**src/positional_array_list_assert.svh**
```systemverilog
// Assertion macros shared by the list controller and datapath.
// Needs clk and rst_n in the scope of the module that uses them.
`ifndef POSITIONAL_ARRAY_LIST_ASSERT_SVH
`define POSITIONAL_ARRAY_LIST_ASSERT_SVH

// Check a property on every clock edge outside reset.
`define PAL_ASSERT(lbl, prop, msg) \
  lbl: assert property (@(posedge clk) disable iff (!rst_n) prop) else $error(msg);

// Check a property on every clock edge, reset included.
`define PAL_ASSERT_ALWAYS(lbl, prop, msg) \
  lbl: assert property (@(posedge clk) prop) else $error(msg);

`endif

```
**src/pal_pkg.sv**
```systemverilog
// Shared types and codes for the positional array list.
// No dependencies; imported by the controller, the datapath and the top level.
`default_nettype none

package pal_pkg;

  localparam int POS_W = 8;
  localparam int VAL_W = 32;
  localparam int LEN_W = 8;

  typedef enum logic [1:0] {
    ACT_GET    = 2'd0,
    ACT_INSERT = 2'd1,
    ACT_DELETE = 2'd2,
    ACT_CLEAR  = 2'd3
  } action_t;

  typedef enum logic [1:0] {
    ST_OK      = 2'd0,
    ST_FULL    = 2'd1,
    ST_BAD_POS = 2'd2,
    ST_EMPTY   = 2'd3
  } status_t;

  typedef struct packed {
    action_t                   action;
    logic [POS_W-1:0]          position;
    logic signed [VAL_W-1:0]   value;
  } in_item_t;

  typedef struct packed {
    status_t                   status;
    logic signed [VAL_W-1:0]   read_value;
    logic [LEN_W-1:0]          current_length;
    logic                      is_empty;
  } out_item_t;

  // Controller to datapath commands
  typedef struct packed {
    logic ld_req;    // capture the accepted request
    logic decode;    // latch status, clear read value, set shift index
    logic rd_p0;     // read the addressed entry
    logic rd_prev;   // read the entry below the shift index
    logic rd_cur;    // read the entry at the shift index
    logic cap_rd;    // capture read data as the result value
    logic shift_up;  // write read data at the shift index, step down
    logic shift_dn;  // write read data below the shift index, step up
    logic put_val;   // write the new value and grow the list
    logic dec_cnt;   // shrink the list
    logic ld_out;    // load the result register
  } cmd_t;

  // Datapath to controller status
  typedef struct packed {
    action_t action;
    logic    err;
    logic    ins_more;
    logic    del_more;
    logic    out_busy;
  } stat_t;

endpackage

`default_nettype wire

```
**src/pal_ctrl.sv**
```systemverilog
// Sequencing state machine for the positional array list.
// Depends on pal_pkg and positional_array_list_assert.svh.
`default_nettype none

module pal_ctrl (
  input  wire logic          clk,
  input  wire logic          rst_n,
  input  wire logic          in_valid,
  output logic               in_stall,
  input  wire pal_pkg::stat_t st,
  output pal_pkg::cmd_t      cmd
);

  import pal_pkg::*;

  typedef enum logic [8:0] {
    S_IDLE     = 9'b000000001,
    S_DECODE   = 9'b000000010,
    S_GET_WAIT = 9'b000000100,
    S_INS_CHK  = 9'b000001000,
    S_INS_WR   = 9'b000010000,
    S_DEL_WAIT = 9'b000100000,
    S_DEL_CHK  = 9'b001000000,
    S_DEL_WR   = 9'b010000000,
    S_FIN      = 9'b100000000
  } state_t;

  state_t state_r;
  state_t state_nxt;

  // Take a new beat only when idle
  assign in_stall = (state_r != S_IDLE);

  // Next state and commands
  always_comb begin
    state_nxt = state_r;
    cmd       = '0;
    case (state_r)
      S_IDLE: begin
        if (in_valid) begin
          cmd.ld_req = 1'b1;
          state_nxt  = S_DECODE;
        end
      end
      S_DECODE: begin
        cmd.decode = 1'b1;
        if (st.err) begin
          state_nxt = S_FIN;
        end else begin
          case (st.action)
            ACT_GET: begin
              cmd.rd_p0 = 1'b1;
              state_nxt = S_GET_WAIT;
            end
            ACT_INSERT: begin
              state_nxt = S_INS_CHK;
            end
            ACT_DELETE: begin
              cmd.rd_p0 = 1'b1;
              state_nxt = S_DEL_WAIT;
            end
            default: begin
              state_nxt = S_FIN;
            end
          endcase
        end
      end
      S_GET_WAIT: begin
        cmd.cap_rd = 1'b1;
        state_nxt  = S_FIN;
      end
      S_INS_CHK: begin
        if (st.ins_more) begin
          cmd.rd_prev = 1'b1;
          state_nxt   = S_INS_WR;
        end else begin
          cmd.put_val = 1'b1;
          state_nxt   = S_FIN;
        end
      end
      S_INS_WR: begin
        cmd.shift_up = 1'b1;
        state_nxt    = S_INS_CHK;
      end
      S_DEL_WAIT: begin
        cmd.cap_rd = 1'b1;
        state_nxt  = S_DEL_CHK;
      end
      S_DEL_CHK: begin
        if (st.del_more) begin
          cmd.rd_cur = 1'b1;
          state_nxt  = S_DEL_WR;
        end else begin
          cmd.dec_cnt = 1'b1;
          state_nxt   = S_FIN;
        end
      end
      S_DEL_WR: begin
        cmd.shift_dn = 1'b1;
        state_nxt    = S_DEL_CHK;
      end
      S_FIN: begin
        if (!st.out_busy) begin
          cmd.ld_out = 1'b1;
          state_nxt  = S_IDLE;
        end
      end
      default: begin
        state_nxt = S_IDLE;
      end
    endcase
  end

  // State register
  always_ff @(posedge clk) begin
    if (!rst_n) begin
      state_r <= S_IDLE;
    end else begin
      state_r <= state_nxt;
    end
  end

`include "positional_array_list_assert.svh"

  `PAL_ASSERT(a_accept_decode, (in_valid && !in_stall) |=> (state_r == S_DECODE), "accepted beat not decoded")
  `PAL_ASSERT(a_ins_wr_after_rd, (state_r == S_INS_WR) |-> $past(cmd.rd_prev), "shift write without read")
  `PAL_ASSERT(a_del_wr_after_rd, (state_r == S_DEL_WR) |-> $past(cmd.rd_cur), "shift write without read")

endmodule

`default_nettype wire

```
**config.mk**
```make
export PLATFORM = sky130hd
export DESIGN_NAME = pal_ctrl
export DESIGN_NICKNAME = d
export VERILOG_FILES = /design/src/pal_pkg.sv /design/src/pal_ctrl.sv
export VERILOG_INCLUDE_DIRS = /design/src /design/src/src
export SDC_FILE = /design/constraint.sdc
export NUM_CORES = 1
export LEC_CHECK = 0
export BUFFER_PORTS_ARGS = -buffer_cell sky130_fd_sc_hd__clkbuf_2
export CORE_MARGIN = 5
export CORE_UTILIZATION = 40
export DETAILED_ROUTE_END_ITERATION = 7
export GPL_TIMING_DRIVEN = 0
export PLACE_DENSITY = 0.68
export SLEW_MARGIN = 0
export SYNTH_ARGS = -nofsm -noshare
export SYNTH_HDL_FRONTEND = slang
export SYNTH_SLANG_ARGS = --single-unit
```
**constraint.sdc**
```tcl
create_clock -name clk -period 1.7 [get_ports clk]
set_clock_uncertainty 0.2 [all_clocks]
set_input_delay 0.255 -clock clk [delete_from_list [all_inputs] [get_ports clk]]
set_output_delay 0.255 -clock clk [all_outputs]
set_load 0.005 [all_outputs]
```
==> impl_metrics.py <==
metrics = {
    "outcome": {
        "status": "finished, violations left",
        "violations": "negative setup slack",
    },
    "final_layout": {
        "final_nets": 119,
        "largest_reg_flops": 9,
        "ff_latch_area_um2": 198.9,
        "n_fill_cell": 95,
        "multi_input_area_um2": 490.5,
        "postLayoutCoreUtil": 0.7355,
        "final_cell_mix": "clkbuf_2, buf_4, nor2_1",
        "syn2layout_area_growth_pct": 68.60,
        "drive_gt1_frac": 0.5963,
        "num_antenna_cells": 0,
        "fin_area_um2": 980.9,
        "regMostFlops": "state_r",
        "largestRegisters": "state_r x9",
    },
    "floorplan": {
        "start_util": 0.4362,
        "ioPinCount": 21,
        "fp.dieH_um": 48.14,
        "rows": 13,
        "die_area_mm2": 0.002317,
        "coreArea_mm2": 0.001334,
        "fp.dieW_um": 48.14,
    },
    "synthesis": {
        "yosysSeqAreaShare": 0.3097,
        "synth_seq_cells": 9,
        "syn_area_um2": 581.8,
        "yosys.area.top_type": "dfxtp_1",
        "synthTopCellsByArea": "dfxtp_1, nor2_1, xor2_1",
        "yosysTopAreaCellShare": 0.3097,
        "synthCells": 70,
        "synth_cell_types": 32,
        "synth_warnings": 0,
        "synth_nets": 79,
        "synth.avg_cell_area_um2": 8.312,
    },
    "timing": {
        "post-route-min-period_ps": 2301,
        "tns_ps": -6349,
        "fin_crit_sh": 1.354,
        "fmax_mhz": 434.5,
        "relSlewSlack": 0.7884,
        "layout_setup_ws_ps": -601.4,
        "setup_viol": 18,
        "hold-worst-slack_ps": 27.28,
        "tightest_slew_ps": 315.0,
        "grt_setup_unrepaired": "yes",
        "hold_violations": 0,
        "drv_slew": 0,
    },
    "setup_path": {
        "end_kind": "output port",
        "worstPathRequired_ps": 1240,
        "arrival_ps": 1850,
        "critPathLaunchType": "flop",
        "cp_max_fo": 3,
        "critPathKind": "flop to output port",
    },
    "route": {
        "ant_nets": 0,
        "first_pass_iters": 4,
        "num_vias": 691,
        "dr.first_iter.drc_count": 10,
        "viasPerCell": 5.573,
        "wirelength_um": 1873,
        "wl_per_cell_um": 15.10,
        "drc": 0,
    },
    "global_route": {
        "grt_pass1_vias": 686,
        "grt_usage": 0.1758,
        "overflow": 0,
        "antenna_found_initial": 0,
        "grt_max_degree": 9,
        "grt_pass1_wl_um": 2849,
    },
    "placement": {
        "dpl.hpwl_um": 1120,
        "gp_congestion": 0.7751,
        "dpl_cell_area_um2": 715.7,
        "io_buffers": 20,
    },
    "power_and_ir_drop": {
        "p_int_mw": 0.3889,
        "ir_worst_vdd_mv": 0.3494,
        "sw_frac_of_total": 0.2911,
        "power_density_mw_per_mm2": 559.3,
        "comb_power_share": 0.300,
        "pwr-share-clk": 0.304,
        "p_leak_nw": 0.4433,
        "power_mw": 0.5486,
        "pwr-share-seq": 0.396,
        "power.switching_mw": 0.1597,
    },
    "flow_run": {
        "maxCapViolCount": 0,
    },
    "clock_tree": {
        "numCtsBuffers": 3,
        "clockBufferDepth": 2,
        "cts_root_buf": "clkbuf_4",
        "cts_sinks": 9,
        "h-tree-depth": 1,
        "clock_latency_ps": 260,
        "clkTransAtPathRegs_ps": 60,
        "cts_tree": "done",
    },
    "hold_path": {
        "hold_class": "input pin to flop",
    },
}
==> cell type report <==
class,instances,area share
well taps,15,0.01913
flip-flops and latches,9,0.2028
repair buffers,37,0.2436
multi-input cells,57,0.5000
clock buffers,4,0.02679
inverters,2,0.007653
==> through the flow <==
step / setup WS, ps / cells
after floorplan: -190.6 / 70
after global placement: -384.9 / 105
after detailed placement: -387.3 / 105
after CTS: -636.9 / 120
after global routing: -666.0 / 124
final: -601.4 / 124
==> worst paths after layout <==
path                            from                      end  slack (ps)  cells past startpoint
max          state_r[1]$_SDFFE_PN0P_                   cmd[1]        -600                      4
min reg2reg  state_r[6]$_SDFFE_PN0P_  state_r[7]$_SDFFE_PN0P_         380                      2
max reg2reg  state_r[1]$_SDFFE_PN0P_  state_r[8]$_SDFFE_PN0P_        -260                      5
min                            st[5]  state_r[2]$_SDFFE_PN0P_          30                      2
==> kinds of logic (layout without fill, tap and decap cells) <==
| logic type | Yosys count | after routing | synth area share |
|---|---|---|---|
| flops | 9 | 9 | 0.3097 |
| simple gates | 41 | 41 | 0.4602 |
| compound gates | 12 | 12 | 0.1419 |
| buf+inv | 4 | 43 | 0.02795 |
| xor+xnor | 4 | 4 | 0.06023 |
==> worst max-delay path, cell delays in order, from the launching register on <==
cell and delay [ps]:
dfxtp_4 340, or3_4 360, or4_4 460, and4bb_1 290, clkbuf_2 120
==> repair_timing <==
| item | in CTS | in global routing |
|---|---|---|
| hold buffers | 0 | 0 |
| pin swaps | 7 | 5 |
| buffers inserted | 12 | 6 |
| gates resized for setup | 15 | 21 |
| endpoints found under the setup margin | 17 | 19 |
==> per-layer routing <==
layer	global-route usage	wire (µm)	up-vias
met5	0	0	-
met4	0.1129	29	0
met3	0.01476	87	4
met2	0.2969	979	19
met1	0.2111	776	321
li1	-	-	347
==> synth_stat cells <==
cell       number
nor3_1          3
a21oi_1         1
xor2_1          3
nor4_4          1
or4_4           1
dfxtp_1         9
o21ai_0         4
nand3_1         2
o311a_1         1
nor4b_2         1
and4bb_1        1
nor4b_1         2
xnor2_1         1
nor2_1         12
nor2b_1         1
and3b_1         1
inv_1           2
nand2b_1        4
clkbuf_1        1
o221ai_1        1
nor4_1          4
or3_1           3
buf_2           1
o2111ai_1       1
nand3b_2        1
o21a_1          1
o21ai_1         1
and2_1          1
o22a_1          1
and3_1          2
o31a_1          1
nand4_1         1
==> power by group through the flow <==
stage          clock network, mW  registers [mW]  logic, mW
6_report                   0.167           0.217      0.165
5_1_grt                    0.177           0.218      0.176
2_1_floorplan                  0           0.228     0.0599
3_3_place_gp                   0           0.230     0.0923
3_5_place_dp                   0           0.230     0.0935
4_1_cts                    0.168           0.218      0.138
Power figures use the tool's default switching activity.
